==> src/design/lbr_pkg.sv <==
package lbr_pkg;

    typedef enum logic {
        OP_START = 1'b0,
        OP_STEP  = 1'b1
    } t_op;

    typedef enum logic [4:0] {
        SLOPE_SHALLOW_POS = 5'b00001,
        SLOPE_SHALLOW_NEG = 5'b00010,
        SLOPE_STEEP_POS   = 5'b00100,
        SLOPE_STEEP_NEG   = 5'b01000,
        SLOPE_VERTICAL    = 5'b10000
    } t_slope;

endpackage

==> src/design/lbr_out_buf.sv <==
module lbr_out_buf #(
    parameter int WIDTH = 21
) (
    input  logic             i_clk,
    input  logic             i_rst_n,
    input  logic             i_push,
    input  logic [WIDTH-1:0] i_data,
    output logic             o_full,
    output logic             o_valid,
    input  logic             i_ready,
    output logic [WIDTH-1:0] o_data
);

    logic             r_main_v;
    logic             r_skid_v;
    logic [WIDTH-1:0] r_main;
    logic [WIDTH-1:0] r_skid;
    logic             n_main_v;
    logic             n_skid_v;
    logic             pop;

    assign pop     = r_main_v & i_ready;
    assign o_full  = r_main_v & r_skid_v;
    assign o_valid = r_main_v;
    assign o_data  = r_main;

    always_comb begin
        n_main_v = r_main_v;
        n_skid_v = r_skid_v;
        if (pop) begin
            n_main_v = r_skid_v | i_push;
            n_skid_v = r_skid_v & i_push;
        end else if (i_push) begin
            n_main_v = 1'b1;
            n_skid_v = r_main_v;
        end
    end

    always_ff @(posedge i_clk) begin
        if (!i_rst_n) begin
            r_main_v <= 1'b0;
            r_skid_v <= 1'b0;
        end else begin
            r_main_v <= n_main_v;
            r_skid_v <= n_skid_v;
        end
    end

    always_ff @(posedge i_clk) begin
        if (pop) begin
            if (r_skid_v) begin
                r_main <= r_skid;
                if (i_push) begin
                    r_skid <= i_data;
                end
            end else if (i_push) begin
                r_main <= i_data;
            end
        end else if (i_push) begin
            if (r_main_v) begin
                r_skid <= i_data;
            end else begin
                r_main <= i_data;
            end
        end
    end

endmodule

==> src/design/lbr_core.sv <==
module lbr_core #(
    parameter int COORD_BITS = 10
) (
    input  logic                  i_clk,
    input  logic                  i_rst_n,
    input  logic                  i_valid,
    output logic                  o_ready,
    input  logic                  i_op,
    input  logic [COORD_BITS-1:0] i_start_x,
    input  logic [COORD_BITS-1:0] i_start_y,
    input  logic [COORD_BITS-1:0] i_end_x,
    input  logic [COORD_BITS-1:0] i_end_y,
    input  logic                  i_full,
    output logic                  o_push,
    output logic [COORD_BITS-1:0] o_pixel_x,
    output logic [COORD_BITS-1:0] o_pixel_y,
    output logic                  o_last
);

    localparam int C = COORD_BITS;
    localparam int D = COORD_BITS + 1;
    localparam int E = COORD_BITS + 3;

    // input register
    logic          r_in_v;
    lbr_pkg::t_op  r_op;
    logic [C-1:0]  r_sx, r_sy, r_ex, r_ey;

    // line state
    logic          r_active;
    lbr_pkg::t_slope r_slope;
    logic [C-1:0]  r_x, r_y;
    logic signed [E-1:0] r_err;
    logic signed [D-1:0] r_dx, r_dy;
    logic [D-1:0]  r_left;

    logic          fire;
    logic          accept;

    assign fire    = r_in_v & ~i_full;
    assign o_ready = ~r_in_v | ~i_full;
    assign accept  = i_valid & o_ready;

    always_ff @(posedge i_clk) begin
        if (!i_rst_n) begin
            r_in_v <= 1'b0;
        end else if (accept) begin
            r_in_v <= 1'b1;
        end else if (fire) begin
            r_in_v <= 1'b0;
        end
    end

    always_ff @(posedge i_clk) begin
        if (accept) begin
            r_op <= lbr_pkg::t_op'(i_op);
            r_sx <= i_start_x;
            r_sy <= i_start_y;
            r_ex <= i_end_x;
            r_ey <= i_end_y;
        end
    end

    // line setup
    logic                swap;
    logic [C-1:0]        x0, y0, x1, y1;
    logic signed [D-1:0] s_dx, s_dy, s_ndx, s_ndy, s_abs;
    lbr_pkg::t_slope     s_slope;
    logic signed [E-1:0] s_err;
    logic [D-1:0]        s_left;
    logic [C-1:0]        s_y;

    always_comb begin
        swap  = r_ex < r_sx;
        x0    = swap ? r_ex : r_sx;
        y0    = swap ? r_ey : r_sy;
        x1    = swap ? r_sx : r_ex;
        y1    = swap ? r_sy : r_ey;
        s_dx  = $signed({1'b0, x1} - {1'b0, x0});
        s_dy  = $signed({1'b0, y1} - {1'b0, y0});
        s_ndx = -s_dx;
        s_ndy = -s_dy;
        s_abs = s_dy[C] ? s_ndy : s_dy;
        s_y   = y0;
        if (s_dx == '0) begin
            s_slope = lbr_pkg::SLOPE_VERTICAL;
            s_err   = '0;
            s_left  = D'(s_abs) + D'(1);
            s_y     = s_dy[C] ? y1 : y0;
        end else if (s_dy >= 0 && s_dy <= s_dx) begin
            s_slope = lbr_pkg::SLOPE_SHALLOW_POS;
            s_err   = E'(s_ndx);
            s_left  = D'(s_dx) + D'(1);
        end else if (s_dy >= s_ndx && s_dy <= 0) begin
            s_slope = lbr_pkg::SLOPE_SHALLOW_NEG;
            s_err   = E'(s_dx);
            s_left  = D'(s_dx) + D'(1);
        end else if (s_dy > s_dx) begin
            s_slope = lbr_pkg::SLOPE_STEEP_POS;
            s_err   = E'(s_ndy);
            s_left  = D'(s_dy) + D'(1);
        end else begin
            s_slope = lbr_pkg::SLOPE_STEEP_NEG;
            s_err   = E'(s_dy);
            s_left  = D'(s_ndy) + D'(1);
        end
    end

    // step
    logic signed [E-1:0] dx2, dy2, e_x, e_y;
    logic [C-1:0]        n_x, n_y;
    logic signed [E-1:0] n_err;
    logic                emit;
    logic [D-1:0]        left_dec;

    assign dx2      = {r_dx[C], r_dx, 1'b0};
    assign dy2      = {r_dy[C], r_dy, 1'b0};
    assign e_x      = r_err + dy2;
    assign e_y      = r_err + dx2;
    assign emit     = fire & (r_op == lbr_pkg::OP_STEP) & r_active & (r_left != '0);
    assign left_dec = r_left - D'(1);

    always_comb begin
        n_x   = r_x;
        n_y   = r_y;
        n_err = r_err;
        unique case (r_slope)
            lbr_pkg::SLOPE_SHALLOW_POS: begin
                n_x   = r_x + C'(1);
                n_err = e_x;
                if (!e_x[E-1]) begin
                    n_y   = r_y + C'(1);
                    n_err = e_x - dx2;
                end
            end
            lbr_pkg::SLOPE_SHALLOW_NEG: begin
                n_x   = r_x + C'(1);
                n_err = e_x;
                if (e_x[E-1]) begin
                    n_y   = r_y - C'(1);
                    n_err = e_x + dx2;
                end
            end
            lbr_pkg::SLOPE_STEEP_POS: begin
                n_y   = r_y + C'(1);
                n_err = e_y;
                if (!e_y[E-1]) begin
                    n_x   = r_x + C'(1);
                    n_err = e_y - dy2;
                end
            end
            lbr_pkg::SLOPE_STEEP_NEG: begin
                n_y   = r_y - C'(1);
                n_err = e_y;
                if (!e_y[E-1] && e_y != '0) begin
                    n_x   = r_x + C'(1);
                    n_err = e_y + dy2;
                end
            end
            default: begin
                n_y = r_y + C'(1);
            end
        endcase
    end

    always_ff @(posedge i_clk) begin
        if (!i_rst_n) begin
            r_active <= 1'b0;
            r_slope  <= lbr_pkg::SLOPE_SHALLOW_POS;
            r_x      <= '0;
            r_y      <= '0;
            r_err    <= '0;
            r_dx     <= '0;
            r_dy     <= '0;
            r_left   <= '0;
        end else if (fire) begin
            if (r_op == lbr_pkg::OP_START) begin
                r_active <= 1'b1;
                r_slope  <= s_slope;
                r_x      <= x0;
                r_y      <= s_y;
                r_err    <= s_err;
                r_dx     <= s_dx;
                r_dy     <= s_dy;
                r_left   <= s_left;
            end else if (emit) begin
                r_active <= left_dec != '0;
                r_left   <= left_dec;
                r_x      <= n_x;
                r_y      <= n_y;
                r_err    <= n_err;
            end else begin
                r_active <= 1'b0;
            end
        end
    end

    assign o_push    = emit;
    assign o_pixel_x = r_x;
    assign o_pixel_y = r_y;
    assign o_last    = left_dec == '0;

`ifndef NO_ASSERTIONS
    a_push_room: assert property (@(posedge i_clk) disable iff (!i_rst_n)
        o_push |-> !i_full)
        else $error("pixel pushed into full output buffer");

    a_last_ends: assert property (@(posedge i_clk) disable iff (!i_rst_n)
        (o_push && o_last) |=> !r_active)
        else $error("line still active after final pixel");

    a_active_count: assert property (@(posedge i_clk) disable iff (!i_rst_n)
        r_active |-> r_left != '0)
        else $error("active line with no pixels left");

    a_start_arms: assert property (@(posedge i_clk) disable iff (!i_rst_n)
        (fire && r_op == lbr_pkg::OP_START) |=> (r_active && r_left != '0))
        else $error("start word did not arm a line");
`endif

endmodule

==> src/design/line_bresenham_rasterizer.sv <==
// Bresenham line rasterizer. A start word (tuser = 0) loads two endpoints and
// arms a line; each step word (tuser = 1) returns the next pixel of that line,
// with tlast on the final one. Start words and steps with no line in progress
// return nothing. One word is taken per clock while the output buffer has room
// and one pixel leaves per clock while the master is ready: each step is a
// single add and compare on the error term between the input register and the
// result register, and a pixel leaves via the output buffer register. A two-word
// output buffer keeps input flow going while a result waits on the master side.
module line_bresenham_rasterizer #(
    parameter int COORD_BITS = 10
) (
    input  logic i_clk,
    input  logic i_rst_n,
    input  logic i_s_axis_tvalid,
    output logic o_s_axis_tready,
    // start_x, start_y, end_x, end_y
    input  logic [((4*COORD_BITS+7)/8)*8-1:0] i_s_axis_tdata,
    // op
    input  logic i_s_axis_tuser,
    output logic o_m_axis_tvalid,
    input  logic i_m_axis_tready,
    // pixel_x, pixel_y
    output logic [((2*COORD_BITS+7)/8)*8-1:0] o_m_axis_tdata,
    output logic o_m_axis_tlast
);

    localparam int C    = COORD_BITS;
    localparam int OTDW = ((2*COORD_BITS+7)/8)*8;
    localparam int BW   = 2*COORD_BITS + 1;

    logic          full;
    logic          push;
    logic [C-1:0]  px, py;
    logic          last;
    logic [BW-1:0] buf_out;

    lbr_core #(.COORD_BITS(COORD_BITS)) u_core (
        .i_clk     (i_clk),
        .i_rst_n   (i_rst_n),
        .i_valid   (i_s_axis_tvalid),
        .o_ready   (o_s_axis_tready),
        .i_op      (i_s_axis_tuser),
        .i_start_x (i_s_axis_tdata[C-1:0]),
        .i_start_y (i_s_axis_tdata[2*C-1:C]),
        .i_end_x   (i_s_axis_tdata[3*C-1:2*C]),
        .i_end_y   (i_s_axis_tdata[4*C-1:3*C]),
        .i_full    (full),
        .o_push    (push),
        .o_pixel_x (px),
        .o_pixel_y (py),
        .o_last    (last)
    );

    lbr_out_buf #(.WIDTH(BW)) u_out_buf (
        .i_clk   (i_clk),
        .i_rst_n (i_rst_n),
        .i_push  (push),
        .i_data  ({last, py, px}),
        .o_full  (full),
        .o_valid (o_m_axis_tvalid),
        .i_ready (i_m_axis_tready),
        .o_data  (buf_out)
    );

    assign o_m_axis_tdata = OTDW'(buf_out[2*C-1:0]);
    assign o_m_axis_tlast = buf_out[BW-1];

endmodule

==> config.mk <==
export PLATFORM = sky130hd
export DESIGN_NAME = line_bresenham_rasterizer
export DESIGN_NICKNAME = d
export VERILOG_FILES = /design/src/design/lbr_pkg.sv /design/src/design/lbr_out_buf.sv /design/src/design/lbr_core.sv /design/src/design/line_bresenham_rasterizer.sv
export SDC_FILE = /design/constraint.sdc
export NUM_CORES = 1
export LEC_CHECK = 0
export ABC_AREA = 1
export BUFFER_PORTS_ARGS = -buffer_cell sky130_fd_sc_hd__buf_4
export CELL_PAD_IN_SITES_DETAIL_PLACEMENT = 0
export CELL_PAD_IN_SITES_GLOBAL_PLACEMENT = 2
export CORE_MARGIN = 10
export CORE_UTILIZATION = 35
export DETAILED_ROUTE_END_ITERATION = 12
export HOLD_SLACK_MARGIN = 0.1
export PLACE_DENSITY = 0.83
export SLEW_MARGIN = 20
export SYNTH_ARGS = -nofsm -noshare
export SYNTH_HDL_FRONTEND = slang
export SYNTH_HIERARCHICAL = 1
export SYNTH_SLANG_ARGS = --single-unit
==> constraint.sdc <==
create_clock -name i_clk -period 5.7 [get_ports i_clk]
set_input_delay 0.57 -clock i_clk [delete_from_list [all_inputs] [get_ports i_clk]]
set_output_delay 0.57 -clock i_clk [all_outputs]
set_load 0.02 [all_outputs]
# == Yosys cells after proc, flatten, opt, wreduce, memory -nomap -nowiden ==
# Index checks and enable logic that the tools add are counted.
# classes
add_sub_neg,18
order_cmp,6
eq_ne,14
mux,55
bitwise,13
n_reduce_logical,21
# ops
operator,n
2-to-1 mux 21 bit,9
2-to-1 mux 10 bit,14
2-to-1 mux 13 bit,10
2-to-1 mux 11 bit,7
one-hot mux 10 bit (3 select lines),2
adder 13 x 12 -> 13 bit,4
one-hot mux 13 bit (4 select lines),1
adder 11 x 2 -> 11 bit (second input constant),4
subtractor 13 x 12 -> 13 bit,2
logical NOT 11 bit,2
negation 11 bit,2
nonzero test 11 bit,2
subtractor 10 x 10 -> 11 bit,2
adder 10 x 1 -> 10 bit (second input constant),2
2-to-1 mux 5 bit,3
nonzero test 13 bit,1
inequality test 3 bit (second input constant),4
>= comparator 11 x 1 -> 1 bit (second input constant),1
>= comparator 11 bit,1
greater-than comparator 11 bit,1
<= comparator 11 x 1 -> 1 bit (second input constant),1
<= comparator 11 bit,1
subtractor 11 x 1 -> 11 bit (second input constant),1
less-than comparator 10 bit,1
other kinds (22),49
# word_totals
register_bits,158
input_bits,45
out_inout_bits,27
wordCells,145

# == Longest topological paths before layout ==
# logic_depth
depth_word,10
depth_mapped,46
mapped_depth_nobuf,44

# == Modules after synthesis ==
# The synthesis kept the hierarchy.
# by_module_without_submodules
module,instances,cells_per_inst,area_per_inst_um2,seq_area_each_um2
lbr_core,1,1845,12226.7,2692.6
lbr_out_buf,1,129,1711.6,1301.2
line_bresenham_rasterizer,1,5,33.8,0.0

# == Least setup slack after synthesis ==
# OpenSTA, ideal clock, no wires.
# synth_timing
path_kind,flip-flop to flip-flop
from,register u_core.r_ex[8]
to,register u_core.r_left[6]
setup_ns,0.132
arrival_time_ns,4.567
slack_ns,1.001
path_stages_with_launch,37
n_path_buf,2
path_cell_list,edfxtp_1 -> ha_1 -> nand2_1 -> inv_2 -> a21oi_2 -> buf_2 -> nand4_1 -> nand3_1 -> nand2_1 -> nand3_2 -> nand2_1 -> nand2_1 -> nand2_1 -> nand2_1 -> nand2_1 -> nand2_1 -> xor2_1 -> inv_1 -> ha_1 -> nand2_1 -> inv_1 -> nand3_1 -> nor2_2 -> nand3_1 -> nand4_2 -> nand3_2 -> buf_6 -> o21ai_2 -> ha_1 -> nand3_2 -> nor3_1 -> or2_2 -> nand3_1 -> nand2_1 -> nand2_1 -> nand2_1 -> a21oi_1
# synth_between
elab_cells_between_ends,27
cone_classes,add/sub: 8; order compare: 6; mux: 10; reduce/logical: 3
# synth_rtl
item,line_no,rtl
from (decl),lbr_core.sv:27,"logic [C-1:0] r_sx, r_sy, r_ex, r_ey;"
from (signal assigned),lbr_core.sv:59,r_ex <= i_end_x;
less-than comparator 10 bit *,lbr_core.sv:74,swap = r_ex < r_sx;
"2-to-1 mux 10 bit, on equally long branches","lbr_core.sv:78, lbr_core.sv:76",
subtractor 10 x 10 -> 11 bit *,lbr_core.sv:80,"s_dy = $signed({1'b0, y1} - {1'b0, y0});"
named net u_core.s_dy[9],lbr_core.sv:67,"logic signed [D-1:0] s_dx, s_dy, s_ndx, s_ndy, s_abs;"
greater-than comparator 11 bit (tied with other cells),lbr_core.sv:98,end else if (s_dy > s_dx) begin
2-to-1 mux 11 bit or logical AND 1 bit (tied branches),"lbr_core.sv:98, lbr_core.sv:94",
2-to-1 mux 11 bit,lbr_core.sv:94,end else if (s_dy >= s_ndx && s_dy <= 0) begin
2-to-1 mux 11 bit *,lbr_core.sv:90,end else if (s_dy >= 0 && s_dy <= s_dx) begin
2-to-1 mux 11 bit *,lbr_core.sv:85,if (s_dx == '0) begin
2-to-1 mux 11 bit *,lbr_core.sv:177,if (r_op == lbr_pkg::OP_START) begin
to (signal assigned),lbr_core.sv:185,r_left <= s_left;
to (signal assigned),lbr_core.sv:188,r_left <= left_dec;
to (decl),lbr_core.sv:35,logic [D-1:0] r_left;
# The timed path passes the listed nets; every way through them passes the cells marked *.
# A chain may end at the register's enable or synchronous reset.

# == Final worst setup path ==
# layout_timing
from,register u_core.r_ex[8]
to,register u_core.r_left[10]
# layout_between
elab_chain_cells,10
elab_cells_between_ends,27
cone_classes,add/sub: 8; order compare: 6; mux: 10; reduce/logical: 3
# layout_lines
item,line_no
less-than comparator 10 bit,lbr_core.sv:74
"2-to-1 mux 10 bit, on equally long branches",--
"subtractor 10 x 10 -> 11 bit, on equally long branches","lbr_core.sv:80, lbr_core.sv:79"
"negation 11 bit, on equally long branches","lbr_core.sv:82, lbr_core.sv:81"
adder 11 x 2 -> 11 bit or >= comparator 11 bit (tied branches),"lbr_core.sv:105, lbr_core.sv:94"
2-to-1 mux 11 bit or logical AND 1 bit (tied branches),"lbr_core.sv:98, lbr_core.sv:94"
2-to-1 mux 11 bit,lbr_core.sv:94
2-to-1 mux 11 bit,lbr_core.sv:90
2-to-1 mux 11 bit *,lbr_core.sv:85
2-to-1 mux 11 bit *,lbr_core.sv:177
# Mark *: on every way between the ends. The rest lies on a longest branch, timed or not.

==> impl_metrics.env <==
export IMPL_met1_length_mm=22.27
export IMPL_fmax_mhz=189.1
export IMPL_syn_avg_cell_area_sq_um=7.060
export IMPL_die_w_um=219.8
export IMPL_setup_viol=0
export IMPL_crit_type="reg -> reg"
export IMPL_post_drt_wl_per_cell_um=17.67
export IMPL_clk_pin_slew_worst_paths_ps=70
export IMPL_fin_ws_ps=412.9
export IMPL_tightest_slew_ps=868.6
export IMPL_synth_top_area_cell="edfxtp_1"
export IMPL_place_gp_congestion=0.9209
export IMPL_initial_utilization=0.3525
export IMPL_drv_slew=0
export IMPL_cp_end_kind="flip-flop"
export IMPL_synth_edf_count=83
export IMPL_maxCapViolations=0
export IMPL_min_path_type="in -> reg"
export IMPL_netlist_top_cells_count="439 x nand2_1, 261 x inv_1, 181 x a21oi_1"
export IMPL_cpMaxStageDelayCell="edfxtp_1"
export IMPL_path_common_cell="nand2_1"
export IMPL_antennaDiodeCount=0
export IMPL_drtIter0Drc=943
export IMPL_p_leak_uw=0.007517
export IMPL_core_area_sq_mm=0.03964
export IMPL_cpPeakStageDelay_ps=410
export IMPL_cts_hold_buf=0
export IMPL_cts_sinks=158
export IMPL_hold_viol=0
export IMPL_synth_cell_types=59
export IMPL_synthTopCellsByArea="edfxtp_1 18%, nand2_1 12%, dfxtp_1 11%"
export IMPL_via_count=13379
export IMPL_whs_ps=292.9
export IMPL_cp_required_ps=6080
export IMPL_grt_pass1_wl_mm=71.65
export IMPL_firstDrtPassIters=5
export IMPL_layout_nets=2207
export IMPL_std_cell_rows=73
export IMPL_die_area_sq_mm=0.04831
export IMPL_synth_main_ff_cell="edfxtp_1"
export IMPL_routed_via_density=5.182
export IMPL_drive_above_1_share=0.1230
export IMPL_crit_fanout=14
export IMPL_cts_max_path_buffers=2
export IMPL_syn2layout_area_growth_pct=13.32
export IMPL_grt_overflow=0
export IMPL_ant_nets=0
export IMPL_grtUsageTotal=0.1904
export IMPL_root_buffer="clkbuf_16"
export IMPL_htreeDepth=4
export IMPL_clk_latency_ps=450
export IMPL_max_slew_margin=0.4203
export IMPL_port_buffers=67
export IMPL_synthArstFlopShare=0
export IMPL_ys_seq_area_frac=0.2858
export IMPL_antenna_found_initial=0
export IMPL_io_pins=72
export IMPL_grt_max_degree=49
export IMPL_critical_path_top_delay_family="simple AND/OR/NAND/NOR gates"
export IMPL_cp_arrival_ps=5670
export IMPL_skew_ps=11.58
export IMPL_dr_wl_met3_mm=1.914
export IMPL_irDropWorstVdd_mv=0.2492
export IMPL_crit_path_start_kind="flip-flop"
export IMPL_cts_tree="done"
export IMPL_ys_ff_latch=158
export IMPL_min_period_over_period=0.9276
export IMPL_yosysTopAreaCellShare=0.1784
export IMPL_netlist_instances=1979
export IMPL_dp_hpwl_mm=36.23
export IMPL_die_y_um=219.8
export IMPL_routed_wl_mm=45.63
export IMPL_power_density_mw_per_mm2=376.9
export IMPL_grt_pass1_vias=12697
export IMPL_dr_max_layer_used="met4"
export IMPL_wl_met2_mm=20.80
export IMPL_period_minus_slack_ps=5287
export IMPL_syn_area_sq_mm=0.01397
export IMPL_yosysMostFrequentCell="nand2_1"
export IMPL_post_place_ws_ps=199.1
export IMPL_outcome="completed"
export IMPL_drc=0
export IMPL_fill_cells=4192
export IMPL_ys_warn_count=6
export IMPL_cts_buffers_inserted=17
export IMPL_crit_buf_inv=5
-- path summary, 6_finish.rpt --
kind	cells past startpoint	slack, ps	from	endpoint
setup / recovery	38	410	u_core/r_ex[8]	u_core/r_left[10]
hold / removal	1	290	i_s_axis_tdata[25]	u_core/r_ex[5]
setup reg to reg	38	410	u_core/r_ex[8]	u_core/r_left[10]
hold reg to reg	0	490	u_core/o_pixel_x[6]	u_out_buf/r_skid[6]
-- kinds of logic (layout without fill, tap and decap cells) --
logic type      after synthesis  after routing  synth area share
compound gates              473            473            0.1920
buf+inv                     340            415            0.1003
simple gates                800            800            0.2552
mux                           1              1         0.0007164
xor+xnor                     88             88           0.05624
other cells                   1              4         0.0002684
fa+ha+maj                   118            118            0.1094
flops                       158            158            0.2858
-- stage by stage --
step	util	area, sq um	cells	TNS (ps)	power, uW
6_report	0.3994	15830	2582	0	5967
4_1_cts	0.3949	15660	2578	0	5864
3_5_place_dp	0.3805	15080	2546	0	4706
5_1_grt	0.3994	15830	2582	-13.46	6465
2_1_floorplan	-	13980	1982	0	3800
3_3_place_gp	0.3805	15080	2546	0	4689
-- layout make-up --
cell class                 count  area, sq um  share of cell area
sequential                   158         3994              0.2523
inverter                     274         1036             0.06543
clock inverter                15        147.6            0.009325
timing repair buffer         109        838.3             0.05295
tap                          525        656.9             0.04149
multi-input combinational   1484         8735              0.5517
clock buffer                  17        425.4             0.02687
-- report_power, final --
group          switching [uW]  internal, uW
clock network             553           582
logic                    2340          1140
registers                74.6          1280
total                    2970          3000
-- cell usage in the layout, fill, tap and decap left out, types with 8 or more instances in the layout --
cell type	instances
a211oi_1	8
a21oi_1	179
a31oi_1	12
buf_4	106
clkbuf_16	17
dfxtp_1	75
edfxtp_1	83
ha_1	107
inv_1	261
inv_2	9
nand2_1	437
nand2_2	37
nand3_1	101
nand3_2	9
nand4_1	38
nor2_1	107
nor2_2	9
nor3_1	20
o2111ai_1	9
o211ai_1	24
o21ai_0	162
o21ai_1	12
o21bai_1	27
or2_2	13
xnor2_1	12
xor2_1	73
-- layer usage --
metal / vias to the layer above / track usage
li1: 6777 / -
met1: 6276 / 0.2639
met5: - / 0
met3: 54 / 0.03044
met2: 272 / 0.3054
met4: 0 / 0.04086
-- what timing repair did --
item	in CTS	in global routing
endpoints found under the setup margin	0	26
resized for setup	0	29
buffers inserted	0	4
hold endpoints to repair	0	0
-- state kept, by name (all words and copies together), names as in the netlist --
register,flops
u_core/o_pixel_x,10
u_core/o_pixel_y,10
u_core/r_active,1
u_core/r_dx,11
u_core/r_dy,11
u_core/r_err,13
u_core/r_ex,10
u_core/r_ey,10
u_core/r_in_v,1
u_core/r_left,11
u_core/r_op,1
u_core/r_slope,5
u_core/r_sx,10
u_core/r_sy,10
u_out_buf/o_data,21
u_out_buf/o_valid,1
u_out_buf/r_skid,21
u_out_buf/r_skid_v,1
Note: power is estimated with default switching activity, not from simulation.
